<file path="src/design/anee_pkg.sv">
// Types, character codes and helper functions shared by the emitter modules.
`default_nettype none

package anee_pkg;

  // Input command item
  typedef struct packed {
    logic [2:0]  kind;
    logic [31:0] value;
    logic [7:0]  row;
    logic [7:0]  column;
    logic [7:0]  color_code;
  } anee_in_t;

  // Output character item
  typedef struct packed {
    logic [7:0] out_byte;
    logic       last;
  } anee_out_t;

  // Command kinds
  localparam logic [2:0] KIND_DEC = 3'd0;
  localparam logic [2:0] KIND_HEX = 3'd1;
  localparam logic [2:0] KIND_CUR = 3'd2;
  localparam logic [2:0] KIND_COL = 3'd3;
  localparam logic [2:0] KIND_CLR = 3'd4;

  // ASCII characters
  localparam logic [7:0] CH_ESC  = 8'd27;
  localparam logic [7:0] CH_LBRK = 8'h5B;
  localparam logic [7:0] CH_SEMI = 8'h3B;
  localparam logic [7:0] CH_H    = 8'h48;
  localparam logic [7:0] CH_M    = 8'h6D;
  localparam logic [7:0] CH_TWO  = 8'h32;
  localparam logic [7:0] CH_J    = 8'h4A;
  localparam logic [7:0] CH_ZERO = 8'h30;
  localparam logic [7:0] CH_A    = 8'h41;

  // Byte source selects for the output register
  localparam logic [2:0] SEL_ESC   = 3'd0;
  localparam logic [2:0] SEL_LBRK  = 3'd1;
  localparam logic [2:0] SEL_SEMI  = 3'd2;
  localparam logic [2:0] SEL_H     = 3'd3;
  localparam logic [2:0] SEL_M     = 3'd4;
  localparam logic [2:0] SEL_TWO   = 3'd5;
  localparam logic [2:0] SEL_J     = 3'd6;
  localparam logic [2:0] SEL_DIGIT = 3'd7;

  // Operand selects for the number converter
  localparam logic [1:0] OP_VALUE = 2'd0;
  localparam logic [1:0] OP_ROW   = 2'd1;
  localparam logic [1:0] OP_COL   = 2'd2;
  localparam logic [1:0] OP_COLOR = 2'd3;

  // Digit register geometry: ten 4-bit digits
  localparam int NUM_DIGITS = 10;
  localparam int DIG_W      = 4 * NUM_DIGITS;
  localparam logic [3:0] CONV_STEPS = 4'd8;

  // Controller to datapath commands
  typedef struct packed {
    logic       capture;
    logic       load;
    logic [1:0] op_sel;
    logic       hex;
    logic       step;
    logic       fix;
    logic       emit;
    logic [2:0] sel;
    logic       last;
  } anee_cmd_t;

  // Datapath to controller status
  typedef struct packed {
    logic [2:0] kind;
    logic       conv_done;
    logic       dig_last;
    logic       out_free;
  } anee_sts_t;

  // Map one digit to its ASCII character, upper-case for hex
  function automatic logic [7:0] digit_char(input logic [3:0] d);
    logic [7:0] c;
    if (d < 4'd10) begin
      c = CH_ZERO + {4'd0, d};
    end else begin
      c = CH_A + {4'd0, d} - 8'd10;
    end
    return c;
  endfunction

  // Count significant digits, at least one
  function automatic logic [3:0] sig_digits(input logic [DIG_W-1:0] d);
    logic [3:0] n;
    n = 4'd1;
    for (int i = 1; i < NUM_DIGITS; i++) begin
      if (d[4*i +: 4] != 4'd0) begin
        n = 4'(i + 1);
      end
    end
    return n;
  endfunction

endpackage

`default_nettype wire

</file>
<file path="src/design/anee_dp.sv">
// Datapath: command register, digit converter, digit register and output register.
`default_nettype none

module anee_dp (
  input  wire logic               clk,
  input  wire logic               rst_n,
  input  wire anee_pkg::anee_in_t in_data,
  input  wire anee_pkg::anee_cmd_t cmd,
  output anee_pkg::anee_sts_t     sts,
  output logic                    out_valid,
  input  wire logic               out_ready,
  output anee_pkg::anee_out_t     out_data
);

  anee_pkg::anee_in_t          item_r;
  logic [31:0]                 bin_r, bin_nxt;
  logic [anee_pkg::DIG_W-1:0]  bcd_r, bcd_nxt;
  logic [3:0]                  cnt_r;
  logic [anee_pkg::DIG_W-1:0]  digs_r;
  logic [3:0]                  left_r;
  logic                        out_valid_r;
  anee_pkg::anee_out_t         out_r;
  logic [31:0]                 operand;
  logic [3:0]                  idx;
  logic [3:0]                  nib;
  logic [7:0]                  byte_nxt;

  // Select the number to convert
  always_comb begin
    case (cmd.op_sel)
      anee_pkg::OP_VALUE: operand = item_r.value;
      anee_pkg::OP_ROW:   operand = {24'd0, item_r.row};
      anee_pkg::OP_COL:   operand = {24'd0, item_r.column};
      anee_pkg::OP_COLOR: operand = {24'd0, item_r.color_code};
      default:            operand = item_r.value;
    endcase
  end

  // Four double-dabble bit steps per cycle
  always_comb begin
    bcd_nxt = bcd_r;
    bin_nxt = bin_r;
    for (int k = 0; k < 4; k++) begin
      for (int d = 0; d < anee_pkg::NUM_DIGITS; d++) begin
        if (bcd_nxt[4*d +: 4] >= 4'd5) begin
          bcd_nxt[4*d +: 4] = bcd_nxt[4*d +: 4] + 4'd3;
        end
      end
      bcd_nxt = {bcd_nxt[anee_pkg::DIG_W-2:0], bin_nxt[31]};
      bin_nxt = {bin_nxt[30:0], 1'b0};
    end
  end

  // Hold the command and run the converter
  always_ff @(posedge clk) begin
    if (cmd.capture) begin
      item_r <= in_data;
    end
    if (cmd.load) begin
      bin_r <= operand;
      if (cmd.hex) begin
        bcd_r <= {8'd0, operand};
      end else begin
        bcd_r <= '0;
      end
    end else if (cmd.step) begin
      bin_r <= bin_nxt;
      bcd_r <= bcd_nxt;
    end
    if (cmd.fix) begin
      digs_r <= bcd_r;
    end
  end

  // Track conversion steps and remaining digits
  always_ff @(posedge clk) begin
    if (!rst_n) begin
      cnt_r  <= '0;
      left_r <= '0;
    end else begin
      if (cmd.load) begin
        cnt_r <= cmd.hex ? anee_pkg::CONV_STEPS : 4'd0;
      end else if (cmd.step) begin
        cnt_r <= cnt_r + 4'd1;
      end
      if (cmd.fix) begin
        left_r <= anee_pkg::sig_digits(bcd_r);
      end else if (cmd.emit && cmd.sel == anee_pkg::SEL_DIGIT) begin
        left_r <= left_r - 4'd1;
      end
    end
  end

  // Pick the next byte
  assign idx = left_r - 4'd1;
  assign nib = digs_r[{idx, 2'b00} +: 4];

  always_comb begin
    case (cmd.sel)
      anee_pkg::SEL_ESC:   byte_nxt = anee_pkg::CH_ESC;
      anee_pkg::SEL_LBRK:  byte_nxt = anee_pkg::CH_LBRK;
      anee_pkg::SEL_SEMI:  byte_nxt = anee_pkg::CH_SEMI;
      anee_pkg::SEL_H:     byte_nxt = anee_pkg::CH_H;
      anee_pkg::SEL_M:     byte_nxt = anee_pkg::CH_M;
      anee_pkg::SEL_TWO:   byte_nxt = anee_pkg::CH_TWO;
      anee_pkg::SEL_J:     byte_nxt = anee_pkg::CH_J;
      anee_pkg::SEL_DIGIT: byte_nxt = anee_pkg::digit_char(nib);
      default:             byte_nxt = anee_pkg::CH_ESC;
    endcase
  end

  // Output register: load on emit, drop on take
  always_ff @(posedge clk) begin
    if (!rst_n) begin
      out_valid_r <= 1'b0;
    end else if (cmd.emit) begin
      out_valid_r <= 1'b1;
    end else if (out_ready) begin
      out_valid_r <= 1'b0;
    end
  end

  always_ff @(posedge clk) begin
    if (cmd.emit) begin
      out_r.out_byte <= byte_nxt;
      out_r.last     <= cmd.last;
    end
  end

  assign out_valid = out_valid_r;
  assign out_data  = out_r;

  assign sts.kind      = item_r.kind;
  assign sts.conv_done = (cnt_r == anee_pkg::CONV_STEPS);
  assign sts.dig_last  = (left_r == 4'd1);
  assign sts.out_free  = !out_valid_r || out_ready;

endmodule

`default_nettype wire

</file>
<file path="src/design/anee_ctrl.sv">
// Controller: sequences the bytes of one command through the datapath.
`default_nettype none

module anee_ctrl (
  input  wire logic                clk,
  input  wire logic                rst_n,
  input  wire logic                in_valid,
  output logic                     in_ready,
  input  wire anee_pkg::anee_sts_t sts,
  output anee_pkg::anee_cmd_t      cmd
);

  localparam logic [3:0] S_IDLE = 4'd0;
  localparam logic [3:0] S_DISP = 4'd1;
  localparam logic [3:0] S_ESC  = 4'd2;
  localparam logic [3:0] S_BRK  = 4'd3;
  localparam logic [3:0] S_LOAD = 4'd4;
  localparam logic [3:0] S_CONV = 4'd5;
  localparam logic [3:0] S_DIGS = 4'd6;
  localparam logic [3:0] S_SEMI = 4'd7;
  localparam logic [3:0] S_TAIL = 4'd8;
  localparam logic [3:0] S_TWO  = 4'd9;
  localparam logic [3:0] S_JAY  = 4'd10;

  logic [3:0] state_r, state_nxt;
  logic       second_r, second_nxt;
  logic       is_num;

  assign is_num   = (sts.kind == anee_pkg::KIND_DEC) || (sts.kind == anee_pkg::KIND_HEX);
  assign in_ready = (state_r == S_IDLE);

  // Next state and commands
  always_comb begin
    state_nxt  = state_r;
    second_nxt = second_r;
    cmd        = '0;
    cmd.hex    = (sts.kind == anee_pkg::KIND_HEX);
    case (sts.kind)
      anee_pkg::KIND_CUR: cmd.op_sel = second_r ? anee_pkg::OP_COL : anee_pkg::OP_ROW;
      anee_pkg::KIND_COL: cmd.op_sel = anee_pkg::OP_COLOR;
      default:            cmd.op_sel = anee_pkg::OP_VALUE;
    endcase
    case (state_r)
      S_IDLE: begin
        if (in_valid) begin
          cmd.capture = 1'b1;
          state_nxt   = S_DISP;
        end
      end
      S_DISP: begin
        second_nxt = 1'b0;
        case (sts.kind)
          anee_pkg::KIND_DEC, anee_pkg::KIND_HEX: state_nxt = S_LOAD;
          anee_pkg::KIND_CUR, anee_pkg::KIND_COL, anee_pkg::KIND_CLR: state_nxt = S_ESC;
          default: state_nxt = S_IDLE;
        endcase
      end
      S_ESC: begin
        if (sts.out_free) begin
          cmd.emit  = 1'b1;
          cmd.sel   = anee_pkg::SEL_ESC;
          state_nxt = S_BRK;
        end
      end
      S_BRK: begin
        if (sts.out_free) begin
          cmd.emit  = 1'b1;
          cmd.sel   = anee_pkg::SEL_LBRK;
          state_nxt = (sts.kind == anee_pkg::KIND_CLR) ? S_TWO : S_LOAD;
        end
      end
      S_LOAD: begin
        cmd.load  = 1'b1;
        state_nxt = S_CONV;
      end
      S_CONV: begin
        if (sts.conv_done) begin
          cmd.fix   = 1'b1;
          state_nxt = S_DIGS;
        end else begin
          cmd.step = 1'b1;
        end
      end
      S_DIGS: begin
        if (sts.out_free) begin
          cmd.emit = 1'b1;
          cmd.sel  = anee_pkg::SEL_DIGIT;
          cmd.last = sts.dig_last && is_num;
          if (sts.dig_last) begin
            if (is_num) begin
              state_nxt = S_IDLE;
            end else if (sts.kind == anee_pkg::KIND_CUR && !second_r) begin
              state_nxt = S_SEMI;
            end else begin
              state_nxt = S_TAIL;
            end
          end
        end
      end
      S_SEMI: begin
        if (sts.out_free) begin
          cmd.emit   = 1'b1;
          cmd.sel    = anee_pkg::SEL_SEMI;
          second_nxt = 1'b1;
          state_nxt  = S_LOAD;
        end
      end
      S_TAIL: begin
        if (sts.out_free) begin
          cmd.emit  = 1'b1;
          cmd.sel   = (sts.kind == anee_pkg::KIND_CUR) ? anee_pkg::SEL_H : anee_pkg::SEL_M;
          cmd.last  = 1'b1;
          state_nxt = S_IDLE;
        end
      end
      S_TWO: begin
        if (sts.out_free) begin
          cmd.emit  = 1'b1;
          cmd.sel   = anee_pkg::SEL_TWO;
          state_nxt = S_JAY;
        end
      end
      S_JAY: begin
        if (sts.out_free) begin
          cmd.emit  = 1'b1;
          cmd.sel   = anee_pkg::SEL_J;
          cmd.last  = 1'b1;
          state_nxt = S_IDLE;
        end
      end
      default: begin
        state_nxt = S_IDLE;
      end
    endcase
  end

  // Advance state
  always_ff @(posedge clk) begin
    if (!rst_n) begin
      state_r  <= S_IDLE;
      second_r <= 1'b0;
    end else begin
      state_r  <= state_nxt;
      second_r <= second_nxt;
    end
  end

endmodule

`default_nettype wire

</file>
<file path="src/design/ascii_number_and_escape_emitter_unit.sv">
// Top level of the ASCII number and escape-sequence emitter.
// Usage:
//   Input channel in_valid/in_ready/in_data carries one command item: kind,
//   value, row, column, color_code. Kind 0 prints value in decimal, kind 1 in
//   upper-case hex, kind 2 emits ESC [ row ; column H, kind 3 emits
//   ESC [ color_code m, kind 4 emits ESC [ 2 J; kinds 5 to 7 emit nothing.
//   Output channel out_valid/out_ready/out_data carries one character item
//   per cycle at most, with last set on the final byte of each run.
// Sequence:
//   One command at a time. A decimal number passes through the converter as
//   load, eight four-bit double-dabble steps and digit count, a hex number as
//   load and digit count; then each digit goes out as one byte, as does each
//   fixed character. The next command is accepted the cycle after the last
//   byte is loaded into the output register.
// Reset: rst_n low at a clock edge empties the output register and returns
//   the controller to idle; no clearing pass is needed.
// Stall: while out_ready is low the output register holds its item and the
//   controller waits; no byte is lost or repeated.
`default_nettype none

module ascii_number_and_escape_emitter_unit (
  input  wire logic                clk,
  input  wire logic                rst_n,
  input  wire logic                in_valid,
  output logic                     in_ready,
  input  wire anee_pkg::anee_in_t  in_data,
  output logic                     out_valid,
  input  wire logic                out_ready,
  output anee_pkg::anee_out_t      out_data
);

  anee_pkg::anee_cmd_t cmd;
  anee_pkg::anee_sts_t sts;

  anee_ctrl u_ctrl (
    .clk      (clk),
    .rst_n    (rst_n),
    .in_valid (in_valid),
    .in_ready (in_ready),
    .sts      (sts),
    .cmd      (cmd)
  );

  anee_dp u_dp (
    .clk       (clk),
    .rst_n     (rst_n),
    .in_data   (in_data),
    .cmd       (cmd),
    .sts       (sts),
    .out_valid (out_valid),
    .out_ready (out_ready),
    .out_data  (out_data)
  );

endmodule

`default_nettype wire

</file>
<file path="config.mk">
export PLATFORM = sky130hd
export DESIGN_NAME = ascii_number_and_escape_emitter_unit
export DESIGN_NICKNAME = d
export VERILOG_FILES = /design/src/design/anee_pkg.sv /design/src/design/anee_dp.sv /design/src/design/anee_ctrl.sv /design/src/design/ascii_number_and_escape_emitter_unit.sv
export SDC_FILE = /design/constraint.sdc
export NUM_CORES = 1
export LEC_CHECK = 0
export ABC_AREA = 1
export BUFFER_PORTS_ARGS = -buffer_cell sky130_fd_sc_hd__buf_2
export CORE_MARGIN = 2
export CORE_UTILIZATION = 30
export DETAILED_ROUTE_END_ITERATION = 6
export PLACE_DENSITY_LB_ADDON = 0.05
export RECOVER_POWER = 25
export REMOVE_ABC_BUFFERS = 1
export SLEW_MARGIN = 10
export SYNTH_ARGS = -nofsm -noshare
export SYNTH_HDL_FRONTEND = slang
export SYNTH_SLANG_ARGS = --single-unit
</file>
<file path="constraint.sdc">
create_clock -name clk -period 6.3 [get_ports clk]
set_input_delay 1.26 -clock clk [delete_from_list [all_inputs] [get_ports clk]]
set_output_delay 1.26 -clock clk [all_outputs]
set_load 0.005 [all_outputs]
</file>
# Word level (Yosys, flattened, before mapping)
# Cells that the tools add are included.
[op_classes]
add_sub_neg = 45
muxes = 98
n_reduce_logical = 29
eq_ne = 35
order_cmp = 41
n_shift = 1
[ops]
columns = ["operator", "count"]
rows = [
  ["4-bit 2-to-1 mux", 60],
  ["4-bit by 3-bit >= comparator with 1-bit output, second input constant", 40],
  ["4-bit by 2-bit adder with 4-bit output, second input constant", 36],
  ["32-bit case mux with 4 select lines", 1],
  ["32-bit 2-to-1 mux", 3],
  ["40-bit 2-to-1 mux", 2],
  ["8-bit case mux with 8 select lines", 1],
  ["4-bit case mux with 10 select lines", 1],
  ["40-bit by 7-bit variable part select with 4-bit output", 1],
  ["4-bit nonzero test", 9],
  ["4-bit case mux with 7 select lines", 1],
  ["3-bit 2-to-1 mux", 9],
  ["4-bit by 3-bit equality test with 1-bit output, second input constant", 4],
  ["4-bit equality test, second input constant", 4],
  ["3-bit equality test, second input constant", 5],
  ["5-bit 2-to-1 mux", 3],
  ["2-bit != test, second input constant", 7],
  ["3-bit by 2-bit adder with 3-bit output, second input constant", 4],
  ["3-bit by 2-bit equality test with 1-bit output, second input constant", 4],
  ["9-bit AND reduction", 1],
  ["7-bit by 4-bit adder with 8-bit output, first input constant", 1],
  ["4-bit by 1-bit equality test with 1-bit output, second input constant", 2],
  ["4-bit by 2-bit equality test with 1-bit output, second input constant", 2],
  ["1-bit 2-to-1 mux", 8],
  ["other kinds (25)", 40],
]
[totals]
input_bits = 63
out_inout_bits = 11
word_cells = 264
regBits = 194

# Logic depth before layout (Yosys ltp)
# Gate-level depths: netlist of run 1.
[depth]
word_depth = 11
mapped_depth = 30
ltp_nobuf = 30

# Modules after synthesis
# From an unflattened synthesis of run 1, not the netlist that was laid out.
[unflattened]
cells_unflattened = 1498
area_unflattened_um2 = 12295.5
[by_module_without_submodules]
columns = ["mod", "instances", "cells_per_inst", "area_per_inst_um2"]
rows = [
  ["anee_dp", 1, 1378, 11633.7],
  ["anee_ctrl", 1, 120, 661.9],
]

# Least setup slack after synthesis of run 1
# No wires, ideal clock.
[synth_path]
path_type = "reg-to-reg"
from = "register u_dp.cnt_r[0]"
to = "register u_dp.left_r[2]"
path_slack_ps = 1577
setup_ps = 70
t_arrival_ps = 4654
synth_period_minus_slack_ps = 4723
stages_incl_launch_ff = 11
required_time_ps = 6230
path_buffers = 0
cell_sequence = "dfxtp_1 inv_1 ha_1 nand3_1 nor3_1 nand3_1 nor2_1 o21ai_0 o21ai_0 o21ai_0 a21oi_1"
[synth_rtl]
columns = ["item", "line_no", "source"]
rows = [
  ["start: declaration", "anee_dp.sv:18", "logic [3:0] cnt_r;"],
  ["start signal: assignment", "anee_dp.sv:82", "cnt_r <= cmd.hex ? anee_pkg::CONV_STEPS : 4'd0;"],
  ["start signal: assignment", "anee_dp.sv:84", "cnt_r <= cnt_r + 4'd1;"],
  ["end signal: assignment", "anee_dp.sv:87", "left_r <= anee_pkg::sig_digits(bcd_r);"],
  ["end signal: assignment", "anee_dp.sv:89", "left_r <= left_r - 4'd1;"],
  ["end: declaration", "anee_dp.sv:20", "logic [3:0] left_r;"],
]

# Worst setup path after layout of run 1
[layout_path]
from = "register u_dp.bcd_r[36] in the netlist's numbering"
to = "register u_dp.bcd_r[38] in the netlist's numbering (data pin)"
[layout_via]
elab_chain_cells = 10
elab_cells_between_ends = 14
[layout_rtl]
columns = ["item", "line_no", "source"]
rows = [
  ["start: declaration", "anee_dp.sv:17", "logic [anee_pkg::DIG_W-1:0] bcd_r, bcd_nxt;"],
  ["start signal: assignment", "anee_dp.sv:62", "bcd_r <= {8'd0, operand};"],
  ["start signal: assignment", "anee_dp.sv:68", "bcd_r <= bcd_nxt;"],
  ["4-bit by 3-bit >= comparator with 1-bit output / 3-bit by 2-bit adder with 3-bit output (equally long branches)", "anee_dp.sv:45, anee_dp.sv:46", ""],
  ["3-bit 2-to-1 mux *", "anee_dp.sv:45", "if (bcd_nxt[4*d +: 4] >= 4'd5) begin"],
  ["4-bit by 3-bit >= comparator with 1-bit output / 3-bit by 2-bit adder with 3-bit output (equally long branches)", "anee_dp.sv:45, anee_dp.sv:46", ""],
  ["3-bit 2-to-1 mux *", "anee_dp.sv:45", ""],
  ["4-bit by 3-bit >= comparator with 1-bit output / 3-bit by 2-bit adder with 3-bit output (equally long branches)", "anee_dp.sv:45, anee_dp.sv:46", ""],
  ["3-bit 2-to-1 mux *", "anee_dp.sv:45", ""],
  ["4-bit by 3-bit >= comparator with 1-bit output / 3-bit by 2-bit adder with 3-bit output (equally long branches)", "anee_dp.sv:45, anee_dp.sv:46", ""],
  ["3-bit 2-to-1 mux *", "anee_dp.sv:45", ""],
  ["40-bit 2-to-1 mux *", "anee_dp.sv:66", "end else if (cmd.step) begin"],
  ["40-bit 2-to-1 mux *", "anee_dp.sv:59", "if (cmd.load) begin"],
]
# Every way passes the cells marked *; elsewhere a longest branch is shown, timed or not. The select of a mux whose other input is x is not followed.
# A chain may end at the register's enable or synchronous reset.

==> results.txt, run 1 <==
----------------------------------------------------
[Worst setup path]
  Highest fanout seen on the critical path ... 4
  Worst setup path class ... register to register
  Register-to-register path setup slack ... 2.54 ns
  Signal arrival time at the worst endpoint ... 3.96 ns
  Origin of the critical flop-to-flop path ... u_dp.bcd_r[36]$_SDFFCE_PP0P_
  Critical Path End Type ... register
  Number of cells traversed by the worst register-to-register path ... 22
  Required time of the worst setup path ... 6.50 ns
  End of the worst register-to-register path ... u_dp.bcd_r[38]$_SDFFCE_PP0P_
  Startpoint types ... register

[Timing]
  Fmax ... 266 MHz
  Relative slew slack ... 39.0%
  Setup repair after global routing missed its margin ... false
  Worst Slack Setup Final ... 2.54 ns
  Final worst path period share ... 59.6%
  Setup violators final ... 0
  Worst Hold Margin ... 0.480 ns
  Final hold viol count ... 0
  Shortest clock period the worst path allows after layout ... 3.76 ns
  Total negative slack for setup checks ... 0 ns
  Final slew viol count ... 0
  Clock skew after layout ... 0.0150 ns
  Measured slew at the worst slew-check pin ... 0.916 ns

[Pwr]
  Static leakage ... 6.15 nW
  Cell Pwr Density ... 528 nW/um2
  VDD IR-drop max ... 0.000183 V
  Total power draw ... 0.00726 W

[Clock tree]
  Hold buffer count at cts ... 0
  Maximum buffer depth of the clock tree ... 2
  Clock latency reported for the late side of the worst-skew pair ... 0.46 ns
  Post-CTS setup repair buffer count ... 0
  CTS resizes ... 0
  Total CTS buffers ... 17
  TritonCTS clock tree ... built
  Clock net sink count ... 193
  Clock H-tree levels ... 4
  Clk pin slew, worst setup/hold paths ... 0.07 ns
  Root Buffer Master ... sky130_fd_sc_hd__clkbuf_16

[Routing]
  Post-detailed-routing wire length ... 31.6 mm
  Vias/cell ... 4.66
  Number of detailed-route iterations in the first pass ... 4
  Antenna violation net count after detailed routing ... 0
  DRT iter0 DRCs ... 524
  Via count of the routed design ... 9,688
  Post-detailed-route wirelength per cell ... 15.2 um
  Number of remaining DRC errors ... 0

[Synthesis]
  Number of synthesis warnings ... 0
  Number of synthesized register bits ... 193
  Number of unique standard cell types used by synthesis ... 49
  Gate Count Post-Synth ... 1,467
  Sequential area share after synthesis ... 46.3%
  Mean cell area of the mapped netlist ... 8.32 um2
  Total standard cell area after synthesis ... 12,200 um2

[Final layout]
  Most used cells in the layout excluding fill and tap cells ... sky130_fd_sc_hd__nand2_1 (401), sky130_fd_sc_hd__inv_1 (192), sky130_fd_sc_hd__edfxtp_1 (179)
  Number of nets in the layout ... 1,655
  Layout overhead on the synthesized area ... 12.6%
  Cell Count, Final, Fillers Out ... 2,081
  Diodes inserted ... 0
  Most common library cell in the layout ignoring fill and taps ... sky130_fd_sc_hd__nand2_1
  Ratio of cells with drive above 1 in the final layout ... 17.5%

[Global routing]
  Pin count of the biggest net entering global routing ... 76
  Overall overflow remaining after global route ... 0
  Wire length of the first global-routing pass ... 50.7 mm
  Via count of the first global-routing pass ... 9,541
  Initial antenna violation count ... 0
  Total global routing track utilization ... 15.6%

[Die]
  Area of the core ... 39,900 um2
  Number of primary I/O pins ... 74
  Starting density of the core ... 30.6%
  DIE WIDTH ... 206 um
  Total die area ... 42,300 um2
  Std cell rows ... 73
  Die outline height ... 206 um

[Place]
  Port bufs ... 72
  Post-Place Cells ... 2,050
  HPWL after detailed placement ... 24.1 mm
  Setup slack after placement ... 2.58 ns
  Global placement routability congestion ... 0.833

[Job]
  Number of max-capacitance violations reported ... 0

[Outcome]
  Run status ... finished clean

[Hold path]
  HP Class ... register to register
  Hold_sp ... u_dp.bcd_r[33]$_SDFFCE_PP0P_
  WHS Endpoint ... u_dp.digs_r[33]$_DFFE_PP_
  Count of cells along the worst hold path ... 0

----------------------------------------------------
-- kinds of logic after synthesis --
kind of cell	after synthesis	share of synthesized area (%)
simple gates	792	31.0
other cells	1	0.0307
flops	193	46.3
buf+inv	235	7.42
mux	2	0.164
xor+xnor	12	1.01
fa+ha+maj	48	4.92
compound gates	184	9.10
-- report_power, final --
part	leakage [nW]	internal [W]	switching (W)
Clock	0.267	0.000520	0.000543
Combinational	4.13	0.00139	0.00273
Sequential	1.75	0.00192	0.000155
Total	6.15	0.00383	0.00343
-- layout make-up --
class | count | area [um2]
repair buffers | 79 | 413
fillers | 4179 | 26200
flip-flops and latches | 193 | 5660
clock inverters | 13 | 128
clock buffers | 18 | 429
inverters | 214 | 803
well taps | 525 | 657
multi-input cells | 1039 | 5660
-- stage by stage --
| step | util [%] | area (um2) |
|---|---|---|
| 2_1_floorplan | - | 12100 |
| 3_3_place_gp | 33.0 | 13200 |
| 3_5_place_dp | 33.0 | 13200 |
| 4_1_cts | 34.4 | 13700 |
| 5_1_grt | 34.4 | 13700 |
| 6_report | 34.4 | 13700 |
-- flip-flops by register name, indices dropped and copies added, names as in the netlist, 4 cells and up --
| name | cells |
|---|---|
| u_dp.item_r | 56 |
| u_dp.bcd_r | 40 |
| u_dp.digs_r | 40 |
| u_dp.bin_r | 32 |
| u_dp.out_data | 8 |
| u_ctrl.state_r | 4 |
| u_dp.cnt_r | 4 |
| u_dp.left_r | 4 |
-- synthesized netlist by cell type, drive strengths merged --
cell	instances	area, um2
mux2i	2	20.0
and2	14	96.4
nand4	27	169
edfxtp	179	5380
a21o	5	37.5
a21oi	32	160
nor2	88	340
dfxtp	14	280
o21bai	2	15.0
nand3	155	928
xor2	10	106
o211ai	15	113
inv	213	800
xnor2	2	17.5
o221ai	5	43.8
clkinv	1	3.75
ha	48	601
conb	1	3.75
nor3	4	20.0
clkbuf	13	58.8
a21boi	1	7.51
o22ai	12	75.1
buf	8	43.8
nand2	491	2140
a221oi	9	78.8
o21ai	95	521
nand3b	8	60.1
a211oi	2	15.0
or2	5	31.3
a41oi	1	8.76
a311oi	1	8.76
a31oi	2	12.5
o31ai	2	15.0
-- layer usage --
metal / GRT usage, % / vias up / wire length [um]
met5: 0 / - / 0
met4: 4.47 / 0 / 546
met3: 2.47 / 22 / 788
met2: 26.0 / 122 / 14500
met1: 21.0 / 4498 / 15700
li1: - / 5046 / -
-- worst max-delay path, cell delays in order, from the launching register on --
cell and delay (ns):
sky130_fd_sc_hd__edfxtp_1 0.44, sky130_fd_sc_hd__ha_1 0.22, sky130_fd_sc_hd__a21oi_1 0.14, sky130_fd_sc_hd__nand2_1 0.11, sky130_fd_sc_hd__xor2_1 0.16, sky130_fd_sc_hd__inv_1 0.10, sky130_fd_sc_hd__ha_1 0.20, sky130_fd_sc_hd__inv_1 0.05
sky130_fd_sc_hd__o21ai_1 0.14, sky130_fd_sc_hd__nand2_1 0.10, sky130_fd_sc_hd__xor2_1 0.26, sky130_fd_sc_hd__ha_1 0.23, sky130_fd_sc_hd__inv_1 0.05, sky130_fd_sc_hd__o211ai_1 0.21, sky130_fd_sc_hd__nand2_1 0.11, sky130_fd_sc_hd__xor2_1 0.16
sky130_fd_sc_hd__inv_1 0.08, sky130_fd_sc_hd__ha_1 0.19, sky130_fd_sc_hd__inv_1 0.05, sky130_fd_sc_hd__o211ai_1 0.18, sky130_fd_sc_hd__nand2_1 0.12, sky130_fd_sc_hd__o21ai_0 0.17, sky130_fd_sc_hd__nor2_1 0.06
-- worst max-delay path by stage --
stage	end	start	depth (start not counted)
final	u_dp.bcd_r[38]$_SDFFCE_PP0P_	u_dp.bcd_r[36]$_SDFFCE_PP0P_	22
after global routing	u_dp.bcd_r[38]$_SDFFCE_PP0P_	u_dp.bcd_r[37]$_SDFFCE_PP0P_	24
after detailed placement	u_dp.bcd_r[38]$_SDFFCE_PP0P_	u_dp.bcd_r[36]$_SDFFCE_PP0P_	24
after floorplan	u_dp.left_r[2]$_SDFFE_PN0P_	u_dp.cnt_r[0]$_SDFFE_PN0P_	10
after global placement	u_dp.out_data[5]$_SDFFCE_PN1P_	u_dp.left_r[0]$_SDFFE_PN0P_	13
after CTS	u_dp.bcd_r[38]$_SDFFCE_PP0P_	u_dp.bcd_r[36]$_SDFFCE_PP0P_	24
Note: power is estimated with default switching activity, not from simulation.
==> run 2, diff against run 1 <==
Clock period 6.3 ns to 3.3 ns, I/O delays scaled along.
==> run 2 against run 1 <==
Net effect:
- the run now ends with negative setup slack left
- final cell count up 4.7%
- global-route usage up 0.24 points
- setup slack worse by 2.8 ns
- critical path depth unchanged
- clock skew about the same
- flip-flop and latch count unchanged
- clock-buffer cell count up 2
- largest power group unchanged
- clock power up 92%
- worst hold slack worse by 0.099 ns
- sequential share of layout area down 3.0 points
- via count up 4.2%
==> results.txt, run 2 (synthesis gave the netlist of run 1 again) <==
----------------------------------------------------
[Final layout]
  Layout fillers ... 4,098 (-1.9%)
  Most used cells in the layout excluding fill and tap cells ... sky130_fd_sc_hd__nand2_1 (383), sky130_fd_sc_hd__edfxtp_1 (179), sky130_fd_sc_hd__inv_1 (165)
  Diodes inserted ... 0 (unchanged)
  Layout overhead on the synthesized area ... 21.6%
  Post-layout instance area ... 14,800 um2 (+8.0%)
  Number of flip-flops under the largest register name ... 56 (unchanged)
  Number of nets in the layout ... 1,752 (+5.9%)
  Register bank with the most flops ... u_dp.item_r
  Largest registers ranked by flip-flop count ... u_dp.item_r: 56 flops, u_dp.bcd_r: 40 flops, u_dp.digs_r: 40 flops
  Most common library cell in the layout ignoring fill and taps ... sky130_fd_sc_hd__nand2_1
  Ratio of cells with drive above 1 in the final layout ... 27.4% (+10 points)

[Worst setup path]
  Startpoint types ... register
  Cell type group with the largest total delay on the critical path ... compound AO/OA/AOI/OAI gates
  Signal arrival time at the worst endpoint ... 3.75 ns (-0.21 ns)
  Crit-path cells ... ha_2, a21oi_2, nand2_2, xor2_1, inv_1, ha_2, inv_2, o21ai_2, nand2_2, xor2_2, ha_2, inv_2, o211ai_1, nand2_1, xor2_1, inv_1, ha_2, inv_1, o211ai_1, nand2_1, o21ai_1, a21oi_1
  Worst setup path class ... register to register
  Buf/Inv on CP ... 5 (unchanged)
  Number of cells traversed by the worst register-to-register path ... 22 (unchanged)
  Slowest cell on the critical path ... sky130_fd_sc_hd__edfxtp_1
  Critical Path End Type ... register
  Largest stage delay on the critical path ... 0.42 ns (-0.02 ns)
  Logic depth of the worst path, buffers included ... 22 (unchanged)
  Required time of the worst setup path ... 3.49 ns (-3.01 ns)
  Most used cell along the critical path ... sky130_fd_sc_hd__ha_2
  Highest fanout seen on the critical path ... 3 (-1)

[Routing]
  Via count of the routed design ... 10,100 (+4.2%)
  Antenna violation net count after detailed routing ... 0 (unchanged)
  Vias/cell ... 4.63 (-0.46%)
  DRT iter0 DRCs ... 511 (-2.5%)
  Post-detailed-routing wire length ... 32.7 mm (+3.7%)
  Post-detailed-route wirelength per cell ... 15.0 um (-0.99%)
  Number of remaining DRC errors ... 0 (unchanged)
  Number of detailed-route iterations in the first pass ... 5 (+1)

[Timing]
  Setup violators final ... 3 (+3)
  Worst Slack Setup Final ... -0.264 ns (-2.81 ns)
  Final worst path period share ... 108% (+48 points)
  Shortest clock period the worst path allows after layout ... 3.56 ns (-0.192 ns)
  Measured slew at the worst slew-check pin ... 0.739 ns (-0.177 ns)
  Relative slew slack ... 50.7% (+12 points)
  Setup repair after global routing missed its margin ... true
  Final hold viol count ... 0 (unchanged)
  Fmax ... 281 MHz (+5.4%)
  Clock skew after layout ... 0.0155 ns (+0.000485 ns)
  Final slew viol count ... 0 (unchanged)

[Outcome]
  Run status ... finished, violations left
  Failing checks ... negative setup slack

[Global routing]
  Initial antenna violation count ... 0 (unchanged)
  Pin count of the biggest net entering global routing ... 69 (-9.2%)
  Via count of the first global-routing pass ... 9,745 (+2.1%)
  Total global routing track utilization ... 15.9% (+0.24 points)
  Wire length of the first global-routing pass ... 51.7 mm (+2.1%)
  Overall overflow remaining after global route ... 0 (unchanged)

[Die]
  Starting density of the core ... 30.6% (unchanged)
  DIE WIDTH ... 206 um (unchanged)
  Die outline height ... 206 um (unchanged)
  Total die area ... 42,300 um2 (unchanged)
  Std cell rows ... 73 (unchanged)
  Area of the core ... 39,900 um2 (unchanged)
  Number of primary I/O pins ... 74 (unchanged)

[Place]
  Cell area reported after detailed placement ... 13,600 um2 (+3.2%)
  Setup slack after placement ... -0.341 ns (-2.92 ns)
  Port bufs ... 72 (unchanged)
  Global placement routability congestion ... 0.836 (+0.28%)
  HPWL after detailed placement ... 24.8 mm (+2.8%)

[Pwr]
  VDD IR-drop max ... 0.000352 V (+92%)
  Cell Pwr Density ... 1040 nW/um2 (+97%)
  Static leakage ... 6.63 nW (+7.9%)
  Total power draw ... 0.0155 W (+110%)

[Clock tree]
  Clock net sink count ... 193 (unchanged)
  Hold buffer count at cts ... 0 (unchanged)
  Clock H-tree levels ... 4 (unchanged)
  Root Buffer Master ... sky130_fd_sc_hd__clkbuf_16
  TritonCTS clock tree ... built
  Total CTS buffers ... 17 (unchanged)
  Maximum buffer depth of the clock tree ... 2 (unchanged)
  Clock latency reported for the late side of the worst-skew pair ... 0.45 ns (about the same)
  Clk pin slew, worst setup/hold paths ... 0.08 ns (about the same)

[Hold path]
  Count of cells along the worst hold path ... 1 (+1)
  HP Class ... input pin to register

[Job]
  Number of max-capacitance violations reported ... 0 (unchanged)

----------------------------------------------------
run 2: cell count changes in the layout (fill, tap and decap cells not counted), moves of 6 or more:
| cell | delta |
|---|---|
| sky130_fd_sc_hd__inv_2 | +27 |
| sky130_fd_sc_hd__nand2_4 | +6 |
| sky130_fd_sc_hd__buf_4 | +84 |
| sky130_fd_sc_hd__ha_2 | +12 |
| sky130_fd_sc_hd__nand3_2 | +17 |
| sky130_fd_sc_hd__nand3_1 | -19 |
| sky130_fd_sc_hd__clkbuf_1 | +10 |
| sky130_fd_sc_hd__inv_1 | -27 |
| sky130_fd_sc_hd__nand2_2 | +12 |
| sky130_fd_sc_hd__ha_1 | -17 |
| sky130_fd_sc_hd__nand2_1 | -18 |
run 2: area by class of cell:
type,instances,area [um2],area share [%]
clock inverter,12,116,0.784
tap,525,657,4.43
sequential,193,5660,38.1
timing repair buffer,176,1160,7.80
clock buffer,20,437,2.94
multi-input combinational,1039,6020,40.5
inverter,214,803,5.41
run 2: where the power goes:
part	leakage (nW)	internal (W)	switching, W
Combinational	4.62	0.00372	0.00580
Sequential	1.75	0.00365	0.000268
Clock	0.266	0.00100	0.00103
run 2: worst paths after layout:
check	from	end	slack, ns
worst min-delay path	in_data[21]	u_dp.item_r[21]$_DFFE_PP_	0.38
worst min register to register	u_dp.cnt_r[1]$_SDFFE_PN0P_	u_dp.cnt_r[1]$_SDFFE_PN0P_	0.49
worst max register to register	u_dp.bcd_r[36]$_SDFFCE_PP0P_	u_dp.bcd_r[37]$_SDFFCE_PP0P_	-0.26
worst max-delay path	u_dp.bcd_r[36]$_SDFFCE_PP0P_	u_dp.bcd_r[37]$_SDFFCE_PP0P_	-0.26
run 2: stage by stage:
| step | hold WS [ns] | instances | TNS [ns] | utilization (%) |
|---|---|---|---|---|
| global placement | 0.461 | 2102 | -0.605 | 34.1 |
| finish | 0.381 | 2179 | -0.579 | 37.2 |
| floorplan | 0.426 | 1446 | -102.70 | - |
| CTS | 0.349 | 2148 | -0.662 | 35.9 |
| detailed placement | 0.482 | 2102 | -0.960 | 34.1 |
| global route | 0.352 | 2179 | -1.73 | 37.2 |
run 2: routing by layer:
layer	up-vias	routed length [um]	GRT usage, %
li1	5264	-	-
met1	4668	16000	21.6
met2	151	15300	26.3
met3	15	945	2.57
met4	0	478	4.06
met5	-	0	0
run 2: timing repair:
| action | 4_1_cts | 5_1_grt |
|---|---|---|
| setup buffers | 14 | 33 |
| pin swaps | 14 | 40 |
| gates resized for setup | 20 | 94 |
| endpoints found under the setup margin | 6 | 31 |
==> run 3, diff against run 2 <==
Settings changed: SYNTH_HIERARCHICAL from default to 1.
==> run 3 against run 2 <==
Net effect:
- the flow still finishes with violations (negative setup slack)
- sequential share of layout area fell by 1.9 points
- sequential power fell by 16%
- via count rose by 2.7%
- synthesized area rose by 0.71%
- wire length rose by 2.2%
- first-iteration DRC count fell by 9.6%
- maximum frequency rose by 4.3%
- core utilization rose by 1.2 points
- combinational power fell by 43%
- synthesized cell count rose by 2.1%
- non-clock buffer count rose by 34
- setup slack improved by 0.15 ns
- critical endpoint is now u_dp/bcd_r[37]$_SDFFCE_PP0P_
- highest routed layer unchanged
==> results.txt, run 3 <==
----------------------------------------------------
[Die]
  Area of the core ... 40,600 um2 (+1.8%)
  Starting density of the core ... 30.2% (-0.34 points)
  Number of primary I/O pins ... 74 (unchanged)
  Die outline height ... 206 um (+0.35%)
  Total die area ... 42,600 um2 (+0.69%)
  DIE WIDTH ... 206 um (+0.35%)
  Std cell rows ... 74 (+1.4%)

[Synthesis]
  Gate Count Post-Synth ... 1,498 (+2.1%)
  Cells taking the most area after synthesis ... sky130_fd_sc_hd__edfxtp_1 (44%), sky130_fd_sc_hd__nand2_1 (13%), sky130_fd_sc_hd__nand3_1 (5.9%)
  Share of flip-flops with an asynchronous set or reset after synthesis ... 0% (unchanged)
  Dominant combinational cell family by area after synthesis ... simple AND/OR/NAND/NOR gates
  Post-synth top cells ... sky130_fd_sc_hd__nand2_1 (424), sky130_fd_sc_hd__inv_1 (188), sky130_fd_sc_hd__edfxtp_1 (179), sky130_fd_sc_hd__nand3_1 (146), sky130_fd_sc_hd__nor2_1 (92)
  Sequential area share after synthesis ... 46.0% (-0.33 points)
  Proportion of synthesized area in mux cells ... 0.244% (+0.080 points)
  Synthesized-area fraction occupied by and/or/nand/nor cells ... 31.9% (+0.82 points)
  Number of unique standard cell types used by synthesis ... 55 (+12%)
  Area share of the largest cell type after synthesis ... 43.7% (-0.31 points)
  Number of synthesis warnings ... 6 (+6)
  EDFF count, synth ... 179 (unchanged)
  Mean cell area of the mapped netlist ... 8.21 um2 (-1.4%)
  Adder and majority gate portion of the synthesized area ... 4.99% (+0.067 points)
  Library cell with the largest summed area after synthesis ... sky130_fd_sc_hd__edfxtp_1
  Predominant post-synthesis flop cell ... sky130_fd_sc_hd__edfxtp_1
  Synth Area in Compound Gates ... 8.56% (-0.54 points)
  Number of synthesized register bits ... 193 (unchanged)
  Total standard cell area after synthesis ... 12,300 um2 (+0.71%)
  Most instantiated library cell after synthesis ... sky130_fd_sc_hd__nand2_1
  Share of the synthesized netlist area taken by xor and xnor gates ... 0.906% (-0.11 points)

[Final layout]
  Largest registers ranked by flip-flop count ... u_dp/item_r: 56 flops, u_dp/bcd_r: 40 flops, u_dp/digs_r: 40 flops
  Number of nets in the layout ... 1,814 (+3.5%)
  Layout overhead on the synthesized area ... 27.0%
  Post-layout instance area ... 15,600 um2 (+5.2%)
  Ratio of cells with drive above 1 in the final layout ... 30.7% (+3.3 points)
  Most common library cell in the layout ignoring fill and taps ... sky130_fd_sc_hd__nand2_1
  Number of flip-flops under the largest register name ... 56 (unchanged)
  Register bank with the most flops ... u_dp/item_r
  Most used cells in the layout excluding fill and tap cells ... sky130_fd_sc_hd__nand2_1 (376), sky130_fd_sc_hd__edfxtp_1 (179), sky130_fd_sc_hd__inv_1 (163)
  Cell Count, Final, Fillers Out ... 2,247 (+3.1%)
  Diodes inserted ... 0 (unchanged)

[Pwr]
  Share of power burned in registers ... 30.2% (+4.9 points)
  Static leakage ... 7.00 nW (+5.6%)
  Int Pwr ... 0.00639 W (-24%)
  Clock network power share ... 20.3% (+7.2 points)
  Net switching power ... 0.00450 W (-37%)
  Share of total power in combinational logic ... 49.5% (-12 points)
  Cell Pwr Density ... 698 nW/um2 (-33%)
  Switching Fraction ... 41.3% (-4.5 points)
  VDD IR-drop max ... 0.000285 V (-19%)

[Timing]
  Measured slew at the worst slew-check pin ... 1.02 ns (+0.284 ns)
  Relative slew slack ... 30.9% (-20 points)
  Fmax ... 293 MHz (+4.3%)
  Final slew viol count ... 0 (unchanged)
  Clock skew after layout ... 0.0181 ns (+0.00261 ns)
  Setup repair after global routing missed its margin ... true
  Setup violators final ... 5 (+2)
  Worst Slack Setup Final ... -0.116 ns (+0.148 ns)
  Final hold viol count ... 0 (unchanged)
  Shortest clock period the worst path allows after layout ... 3.42 ns (-0.148 ns)
  Final worst path period share ... 104% (-4.5 points)

[Worst setup path]
  Critical Path End Type ... register
  Startpoint types ... register
  Required time of the worst setup path ... 3.52 ns (+0.03 ns)
  Highest fanout seen on the critical path ... 4 (+1)
  Worst setup path class ... register to register
  Signal arrival time at the worst endpoint ... 3.63 ns (-0.12 ns)

[Global routing]
  Wire length of the first global-routing pass ... 51.7 mm (unchanged)
  Via count of the first global-routing pass ... 9,957 (+2.2%)
  Initial antenna violation count ... 0 (unchanged)
  Overall overflow remaining after global route ... 0 (unchanged)
  Total global routing track utilization ... 15.8% (-0.039 points)
  Pin count of the biggest net entering global routing ... 60 (-13%)

[Clock tree]
  Clock net sink count ... 193 (unchanged)
  Clock latency reported for the late side of the worst-skew pair ... 0.47 ns (+0.02 ns)
  Root Buffer Master ... sky130_fd_sc_hd__clkbuf_16
  Hold buffer count at cts ... 0 (unchanged)
  Clk pin slew, worst setup/hold paths ... 0.09 ns (about the same)
  Total CTS buffers ... 17 (unchanged)
  TritonCTS clock tree ... built
  Maximum buffer depth of the clock tree ... 2 (unchanged)
  Clock H-tree levels ... 4 (unchanged)

[Routing]
  Post-detailed-route wirelength per cell ... 14.9 um (-0.91%)
  DRT iter0 DRCs ... 462 (-9.6%)
  Number of detailed-route iterations in the first pass ... 4 (-1)
  Vias/cell ... 4.62 (-0.37%)
  Number of remaining DRC errors ... 0 (unchanged)
  Antenna violation net count after detailed routing ... 0 (unchanged)
  Via count of the routed design ... 10,400 (+2.7%)
  Post-detailed-routing wire length ... 33.5 mm (+2.2%)

[Place]
  Port bufs ... 72 (unchanged)
  Global placement routability congestion ... 0.816 (-2.3%)
  Post-Place Cells ... 2,172 (+3.3%)
  HPWL after detailed placement ... 25.9 mm (+4.5%)
  Cell area reported after detailed placement ... 14,000 um2 (+2.6%)

[Outcome]
  Failing checks ... negative setup slack
  Run status ... finished, violations left

[Job]
  Number of max-capacitance violations reported ... 0 (unchanged)

[Hold path]
  HP Class ... input pin to register

----------------------------------------------------
[run 3: logic make-up after synthesis]
| group | after synthesis |
|---|---|
| DFF | 193 |
| muxes | 3 |
| adders and majority gates | 49 |
| xor gates and xnor gates | 11 |
| AOI/OAI and AO/OA | 180 |
| other | 1 |
| and+or+nand+nor | 826 |
| buffers and inverters | 235 |
[run 3: cell type report]
| class | instances | area (um2) |
|---|---|---|
| Sequential cell | 193 | 5660 |
| Multi-Input combinational cell | 1070 | 6420 |
| Fill cell | 4201 | 25000 |
| Timing Repair Buffer | 210 | 1450 |
| Tap cell | 532 | 666 |
| Clock inverter | 15 | 209 |
| Inverter | 210 | 791 |
| Clock buffer | 17 | 425 |
[run 3: stage by stage]
step	setup TNS (ns)	total power, W	hold WS (ns)	utilization [%]	setup slack, ns
CTS	-0.396	0.0105	0.333	36.7	-0.118
global route	-2.01	0.0118	0.333	38.4	-0.307
finish	-0.300	0.0109	0.359	38.4	-0.116
global placement	-1.32	0.00798	0.469	34.4	-0.360
detailed placement	-1.99	0.00800	0.478	34.4	-0.454
floorplan	-151.38	0.00653	0.426	-	-1.99
[run 3: final timing paths]
check	startpoint	endpoint	slack, ns	cells after the start
worst min register to register	u_dp/bcd_r[25]$_DFFE_PP_	u_dp/digs_r[25]$_DFFE_PP_	0.48	0
worst max-delay path	u_dp/bcd_r[32]$_SDFFCE_PP0P_	u_dp/bcd_r[37]$_SDFFCE_PP0P_	-0.12	22
worst min-delay path	in_data[8]	u_dp/item_r[8]$_DFFE_PP_	0.36	1
worst max register to register	u_dp/bcd_r[32]$_SDFFCE_PP0P_	u_dp/bcd_r[37]$_SDFFCE_PP0P_	-0.12	22
[run 3: metal layers]
| layer | track usage (%) | routed length (um) |
|---|---|---|
| met1 | 20.3 | 15600 |
| met2 | 27.5 | 16500 |
| met3 | 2.63 | 858 |
| met4 | 4.36 | 499 |
| met5 | 0 | 0 |
[run 3: worst max-delay path: stages, from the launching register on]
cell and delay [ns]:
sky130_fd_sc_hd__edfxtp_1 0.47, sky130_fd_sc_hd__inv_1 0.10, sky130_fd_sc_hd__ha_2 0.18, sky130_fd_sc_hd__nand3_2 0.08
sky130_fd_sc_hd__nand2_4 0.10, sky130_fd_sc_hd__xor2_4 0.18, sky130_fd_sc_hd__ha_2 0.20, sky130_fd_sc_hd__inv_2 0.03
sky130_fd_sc_hd__nand2_2 0.05, sky130_fd_sc_hd__nand3_2 0.07, sky130_fd_sc_hd__or3b_4 0.41, sky130_fd_sc_hd__o21ai_4 0.08
sky130_fd_sc_hd__buf_6 0.14, sky130_fd_sc_hd__ha_4 0.11, sky130_fd_sc_hd__o21ai_1 0.06, sky130_fd_sc_hd__nand2_1 0.13
sky130_fd_sc_hd__xnor2_2 0.15, sky130_fd_sc_hd__ha_2 0.23, sky130_fd_sc_hd__inv_2 0.04, sky130_fd_sc_hd__o21ai_2 0.11
sky130_fd_sc_hd__nand2_1 0.08, sky130_fd_sc_hd__o21ai_1 0.13, sky130_fd_sc_hd__nor2_1 0.05
[run 3: repair_timing]
| action | 4_1_cts | 5_1_grt |
|---|---|---|
| buffers inserted | 17 | 28 |
| endpoints found under the setup margin | 10 | 34 |
| pin swaps | 34 | 67 |
| gates resized for setup | 61 | 136 |
[run 3: power groups by stage]
stage	sequential (W)	combinational [W]	clock, W
after floorplan	0.00332	0.00321	0
after global routing	0.00331	0.00611	0.00237
after CTS	0.00329	0.00496	0.00229
after global placement	0.00334	0.00463	0
final	0.00329	0.00539	0.00221
after detailed placement	0.00334	0.00466	0
